**config.mk**
```make
export PLATFORM = sky130hd
export DESIGN_NAME = hat_ctrl
export DESIGN_NICKNAME = d
export VERILOG_FILES = /design/src/rtl/hat_pkg.sv /design/src/rtl/hat_ctrl.sv
export SDC_FILE = /design/constraint.sdc
export NUM_CORES = 2
export LEC_CHECK = 0
export BUFFER_PORTS_ARGS = -buffer_cell sky130_fd_sc_hd__buf_2
export CORE_MARGIN = 2
export CORE_UTILIZATION = 45
export CTS_BUF_LIST = sky130_fd_sc_hd__clkbuf_8
export DETAILED_ROUTE_END_ITERATION = 16
export SKIP_LAST_GASP = 1
export SYNTH_ARGS = -nofsm -noshare
export SYNTH_HDL_FRONTEND = slang
export SYNTH_SLANG_ARGS = --single-unit
export TNS_END_PERCENT = 20
```
**constraint.sdc**
```tcl
create_clock -name clk -period 9 [get_ports clk]
set_input_delay 2.25 -clock clk [delete_from_list [all_inputs] [get_ports clk]]
set_output_delay 2.25 -clock clk [all_outputs]
set_load 0.05 [all_outputs]
```
**src/rtl/hat_pkg.sv**
```systemverilog
// Shared types and constants for the handle allocator table.
package hat_pkg;

  localparam int MAX_SLOTS     = 256;
  localparam int INITIAL_SLOTS = 8;
  localparam int SLOT_W        = $clog2(MAX_SLOTS);
  localparam int SIZE_W        = SLOT_W + 1;
  localparam int INIT_SIZE     = (INITIAL_SLOTS < MAX_SLOTS) ? INITIAL_SLOTS : MAX_SLOTS;

  localparam int FUNC_W   = 2;
  localparam int STATUS_W = 2;
  localparam int DATA_W   = 32;

  localparam logic [FUNC_W-1:0] FUNC_REGISTER   = 2'd0;
  localparam logic [FUNC_W-1:0] FUNC_UNREGISTER = 2'd1;
  localparam logic [FUNC_W-1:0] FUNC_LOOKUP     = 2'd2;

  localparam logic [STATUS_W-1:0] ST_OK        = 2'd0;
  localparam logic [STATUS_W-1:0] ST_NOT_FOUND = 2'd1;
  localparam logic [STATUS_W-1:0] ST_FULL      = 2'd2;

  typedef struct packed {
    logic [DATA_W-1:0] handle;
    logic [DATA_W-1:0] value;
  } entry_t;

  typedef struct packed {
    logic              we;
    logic [SLOT_W-1:0] waddr;
    entry_t            wdata;
    logic [SLOT_W-1:0] raddr;
  } mem_req_t;

endpackage

```
**src/rtl/hat_ctrl.sv**
```systemverilog
// Sequencer: slot scan, rehash on growth, unregister and lookup, used bits.
module hat_ctrl (
  input  logic                         clk,
  input  logic                         rst_n,
  input  logic                         start,
  output logic                         busy,
  input  logic [hat_pkg::FUNC_W-1:0]   in_func,
  input  logic [hat_pkg::DATA_W-1:0]   in_handle,
  input  logic [hat_pkg::DATA_W-1:0]   in_entry_value,
  output logic                         out_valid,
  output logic [hat_pkg::STATUS_W-1:0] out_status,
  output logic [hat_pkg::DATA_W-1:0]   out_handle_out,
  output logic [hat_pkg::DATA_W-1:0]   out_value_out,
  output hat_pkg::mem_req_t            mem_req,
  input  hat_pkg::entry_t              mem_rdata
);
  import hat_pkg::*;

  typedef enum logic [4:0] {
    S_IDLE = 5'b00001,
    S_SCAN = 5'b00010,
    S_CHK  = 5'b00100,
    S_GRD  = 5'b01000,
    S_GWR  = 5'b10000
  } state_t;

  state_t               state_r;
  logic [FUNC_W-1:0]    func_r;
  logic [DATA_W-1:0]    handle_r;
  logic [DATA_W-1:0]    value_r;
  logic [DATA_W-1:0]    next_r;
  logic [SIZE_W-1:0]    size_r;
  logic [SLOT_W-1:0]    cnt_r;
  logic [MAX_SLOTS-1:0] used_r;

  logic                 out_valid_r;
  logic [STATUS_W-1:0]  out_status_r;
  logic [DATA_W-1:0]    out_handle_r;
  logic [DATA_W-1:0]    out_value_r;

  logic [SLOT_W-1:0] mask;
  logic [DATA_W-1:0] cand;
  logic [SLOT_W-1:0] cand_pos;
  logic              cand_free;
  logic [SLOT_W-1:0] hpos;
  logic              hit;
  logic              move;
  logic [SLOT_W-1:0] hi_pos;
  logic              accept;

  assign accept    = start && (state_r == S_IDLE);
  assign busy      = (state_r != S_IDLE);
  assign mask      = SLOT_W'(size_r - SIZE_W'(1));
  assign cand      = next_r + DATA_W'(cnt_r);
  assign cand_pos  = cand[SLOT_W-1:0] & mask;
  assign cand_free = !used_r[cand_pos] && (cand != '0);
  assign hpos      = handle_r[SLOT_W-1:0] & mask;
  assign hit       = used_r[hpos] && (mem_rdata.handle == handle_r);
  assign hi_pos    = cnt_r | size_r[SLOT_W-1:0];
  assign move      = (mem_rdata.handle[SLOT_W-1:0] & size_r[SLOT_W-1:0]) != '0;

  always_comb begin
    mem_req       = '0;
    mem_req.raddr = cnt_r;
    case (state_r)
      S_IDLE: mem_req.raddr = in_handle[SLOT_W-1:0] & mask;
      S_SCAN: begin
        mem_req.we           = cand_free;
        mem_req.waddr        = cand_pos;
        mem_req.wdata.handle = cand;
        mem_req.wdata.value  = value_r;
      end
      S_GWR: begin
        mem_req.we    = move;
        mem_req.waddr = hi_pos;
        mem_req.wdata = mem_rdata;
      end
      default: ;
    endcase
  end

  always_ff @(posedge clk) begin
    if (!rst_n) begin
      state_r     <= S_IDLE;
      next_r      <= DATA_W'(1);
      size_r      <= SIZE_W'(INIT_SIZE);
      used_r      <= '0;
      cnt_r       <= '0;
      out_valid_r <= 1'b0;
    end else begin
      out_valid_r <= 1'b0;
      case (state_r)
        S_IDLE: begin
          if (accept) begin
            func_r   <= in_func;
            handle_r <= in_handle;
            value_r  <= in_entry_value;
            cnt_r    <= '0;
            case (in_func)
              FUNC_REGISTER:   state_r <= S_SCAN;
              FUNC_UNREGISTER: state_r <= S_CHK;
              FUNC_LOOKUP:     state_r <= S_CHK;
              default: begin
                out_valid_r  <= 1'b1;
                out_status_r <= ST_NOT_FOUND;
                out_handle_r <= in_handle;
                out_value_r  <= '0;
              end
            endcase
          end
        end
        S_CHK: begin
          out_valid_r  <= 1'b1;
          out_status_r <= hit ? ST_OK : ST_NOT_FOUND;
          out_handle_r <= handle_r;
          out_value_r  <= (hit && func_r == FUNC_LOOKUP) ? mem_rdata.value : '0;
          if (hit && func_r == FUNC_UNREGISTER) begin
            used_r[hpos] <= 1'b0;
          end
          state_r <= S_IDLE;
        end
        S_SCAN: begin
          if (cand_free) begin
            used_r[cand_pos] <= 1'b1;
            next_r           <= cand + DATA_W'(1);
            out_valid_r      <= 1'b1;
            out_status_r     <= ST_OK;
            out_handle_r     <= cand;
            out_value_r      <= '0;
            state_r          <= S_IDLE;
          end else if (cnt_r == mask) begin
            cnt_r <= '0;
            if (size_r == SIZE_W'(MAX_SLOTS)) begin
              out_valid_r  <= 1'b1;
              out_status_r <= ST_FULL;
              out_handle_r <= '0;
              out_value_r  <= '0;
              state_r      <= S_IDLE;
            end else begin
              state_r <= S_GRD;
            end
          end else begin
            cnt_r <= cnt_r + SLOT_W'(1);
          end
        end
        S_GRD: begin
          if (used_r[cnt_r]) begin
            state_r <= S_GWR;
          end else if (cnt_r == mask) begin
            cnt_r   <= '0;
            size_r  <= size_r << 1;
            state_r <= S_SCAN;
          end else begin
            cnt_r <= cnt_r + SLOT_W'(1);
          end
        end
        S_GWR: begin
          if (move) begin
            used_r[cnt_r]  <= 1'b0;
            used_r[hi_pos] <= 1'b1;
          end
          if (cnt_r == mask) begin
            cnt_r   <= '0;
            size_r  <= size_r << 1;
            state_r <= S_SCAN;
          end else begin
            cnt_r   <= cnt_r + SLOT_W'(1);
            state_r <= S_GRD;
          end
        end
        default: state_r <= S_IDLE;
      endcase
    end
  end

  assign out_valid      = out_valid_r;
  assign out_status     = out_status_r;
  assign out_handle_out = out_handle_r;
  assign out_value_out  = out_value_r;

endmodule

```
==> metrics.md <==
| Metric | Value |
|---|---|
| Outcome | `finished with violations` |
| Failing checks | `max-capacitance violations, max-slew violations` |
| Num CTS Buffers | `between 80 and 90` |
| Yosys top cell area share | `between 10% and 20%` |
| Final hold violation count | `0` |
| CTS tree | `yes` |
| Worst Tran Pin Value | `about 1.6 ns` |
| CTS Root Cell | `clkbuf_8` |
| Clk sinks | `440` |
| Worst-Skew Late Latency | `roughly 0.8 ns` |
| Sequential Power Share | `45.6%` |
| Hold Crit Class | `reg -> reg` |
| Die X | `between 200 and 300 um` |
| GRT Total Usage | `between 40% and 50%` |
| Vias per cell | `between 7 and 8` |
| Vias in the first global route | `35452` |
| Skew final | `about 0.06 ns` |
| Switch Pwr | `about 1.3 mW` |
| MaxCap Viol Count | `2` |
| Fin cells | `5071` |
| Minimum clock period | `8.60 ns` |
| WS Path Type | `reg -> out` |
| Final Hold Slack | `about 0.47 ns` |
| Routed via count | `39497` |
| First-pass GRT wire length | `259 mm` |
| Global route overflow | `0` |
| Clock Path Buffers | `3` |
| R2R cell count | `14` |
| Startpoint type of the worst setup path | `flip-flop` |
| TritonRoute pass-1 iters | `10` |
| LEAKAGE | `~13 nW` |
| Async S/R FF share, synth | `0%` |
| Drt wl/cell | `between 30 and 40 um` |
| Hpwl dp | `~110 mm` |
| Nets | `approximately 4200` |
| Slew Viols, Final | `10` |
| Ratio of cells with drive above 1 in the final layout | `between 20% and 30%` |
| Syn_nets | `slightly above 4000` |
| Fmax | `approximately 120 MHz` |
| Clock share of power | `about 47%` |
| Synthesized area per cell | `roughly 8.6 um2` |
| Worst EP required | `between 6 and 7 ns` |
| CTS hold repair buffers | `0` |
| Register area share after synthesis | `29.5%` |
| Arr. time, crit path | `between 6 and 7 ns` |
| Unique masters post-synth | `slightly below 100` |
| Initial Utilization | `a little under half` |
| Final TNS setup | `0 ns` |
| Clk slew on worst S/H paths | `~0.07 ns` |
| Pint | `between 3 and 4 mW` |
| Top cells by area, synth | `dfxtp_1, mux4_2, edfxtp_1` |
| Gpl congestion | `1.03` |
| # setup viols final | `0` |
| Post-Synthesis Cell Area | `approximately 34000 um2` |
| Wirelength, routed | `around 180 mm` |
| Maximum VDD drop | `about 0.07 mV` |
| Synth-to-Final Area Change | `10.5%` |
| Design Power | `approximately 4.6 mW` |
| Switching share of power | `between 20 and 30%` |
| Flops & latches, synth | `between 400 and 500` |
| Antenna Nets Post-Route | `0` |
| Row Count | `roughly 100` |
| Worst hold path stage count | `2` |
| Drt initial violations | `7272` |
| PwrDens | `121 nW/um2` |
| Unrepaired setup endpoints after global routing | `false` |
| Initial antenna violation count | `23` |
| Port Buf Inserts | `between 200 and 300` |
| Slew headroom | `-7.52%` |
| Drc violations | `0` |
| Critical-path maximum fanout | `40` |
| Post_cts resized | `0` |
| Die height | `~280 um` |
| Syn. warnings | `0` |
| Core area | `75700 um2` |
| H-Tree Depth | `3` |
| # Post-CTS Setup Buffers | `0` |
| Area of the die | `~78000 um2` |
| Cell count after synthesis | `4003` |
| Largest net degree at the start of global routing | `between 150 and 200` |
| Boundary Pins | `282` |
| Logic gate share of total power | `approximately 7.8%` |
| Number of synthesized flops with an enable pin | `132` |
| Cell taking the most area after synthesis | `dfxtp_1` |
| Inst Count DP | `just under 5000` |
| CP Capture Type | `primary output` |
| Fin crit share | `around 96%` |
| Ys flop type | `dfxtp_1` |
## cells in the final DEF, fill, tap and decap left out, drive strengths merged, types with 13 or more instances in the layout
cell,n
a211oi,26
a21oi,660
a22o,42
a22oi,42
and2,70
and3,16
buf,425
clkbuf,107
clkinv,16
dfxtp,308
diode,19
edfxtp,132
ha,20
inv,52
mux2,13
mux2i,40
mux4,195
nand2,347
nand2b,14
nand3,64
nand4,29
nor2,108
nor3,260
nor4,23
o211ai,26
o21ai,256
o221ai,106
o22ai,162
o311ai,153
o31ai,114
or3,13
xnor2,61
xor2,23
## path summary, 6_finish.rpt
kind	slack [ns]	to	start
max	0.40	mem_req[80]	cnt_r[0]$_SDFFE_PN0P_
min	0.47	next_r[7]$_SDFFE_PN0P_	next_r[7]$_SDFFE_PN0P_
max reg2reg	1.34	used_r[31]$_SDFFE_PN0P_	cnt_r[0]$_SDFFE_PN0P_
min reg2reg	0.47	next_r[7]$_SDFFE_PN0P_	next_r[7]$_SDFFE_PN0P_
## flip-flops by register name, summed over array words and instances (netlist names)
register and flops:
cnt_r 8, func_r 2, handle_r 32, next_r 32
out_handle_out 32, out_status 2, out_valid 1, out_value_out 32
size_r 6, state_r 5, used_r 256, value_r 32
## area by class of cell
cell class	instances	area, um2
inverter	27	104
clock buffer	107	1470
clock inverter	43	250
tap	978	1220
multi-input combinational	3032	22100
fill	7275	37800
antenna	19	47.5
timing repair buffer	425	2560
sequential	440	10100
## worst max-delay path, cell delays in order (launching register included)
cell	delay [ns]
dfxtp_4	0.58
ha_4	0.21
inv_1	0.05
fa_4	1.26
buf_12	0.32
mux4_2	0.24
mux2i_1	0.10
mux2_2	0.30
a2111oi_1	1.22
nor4_2	0.41
and4_4	0.31
or2_1	0.27
buf_2	0.23
## power groups by stage
stage | logic, mW | clock network [mW] | registers, mW
3_3_place_gp | 0.343 | 0 | 2.14
5_1_grt | 0.370 | 2.21 | 2.10
2_1_floorplan | 0.186 | 0 | 2.15
6_report | 0.361 | 2.14 | 2.10
3_5_place_dp | 0.344 | 0 | 2.14
4_1_cts | 0.344 | 2.13 | 2.10
## metal layers
metal,vias to the layer above,routed length [um],global-route usage (%)
met3,1048,31000,23.4
li1,15755,-,-
met4,24,14900,31.5
met1,18711,63000,53.5
met2,3959,73800,61.7
met5,-,353,1.31
## synth_stat cells (12+ instances only)
cell type and number:
o21ai_0 174, a22o_1 42, buf_1 28, mux4_2 195, nor2_1 102, nor3_1 259
a21oi_1 658, clkbuf_1 363, nand3_1 64, ha_1 20, o221ai_1 106, a22oi_1 42
o311ai_0 153, and3_1 16, nor4_1 19, or3_1 12, a211oi_1 19, nand2_1 346
xor2_1 23, and2_1 67, inv_1 24, o211ai_1 24, o31ai_1 114, xnor2_1 61
buf_4 15, dfxtp_1 308, nand4_1 28, nand2b_1 14, o21ai_2 80, o22ai_1 162
mux2_2 13, mux2i_1 39, edfxtp_1 132, buf_2 69
## cells by family after synthesis
family	count (synthesis)	share of synthesized area [%]
buffers and inverters	531	6.91
muxes	248	14.4
AOI/OAI and AO/OA	1676	31.9
and+or+nand+nor	1003	14.3
xor gates and xnor gates	84	2.14
DFF	440	29.5
adders and majority gates	21	0.788
## metrics by stage
stage / setup WS, ns / utilization (%) / instance area (um2)
after detailed placement: 1.58 / 47.7 / 36100
after global routing: 0.527 / 50.0 / 37900
after global placement: 1.60 / 47.7 / 36100
after floorplan: 1.38 / - / 34300
final: 0.405 / 50.1 / 37900
after CTS: 0.754 / 50.0 / 37900
No activity file was read; power rests on OpenSTA's default activity.
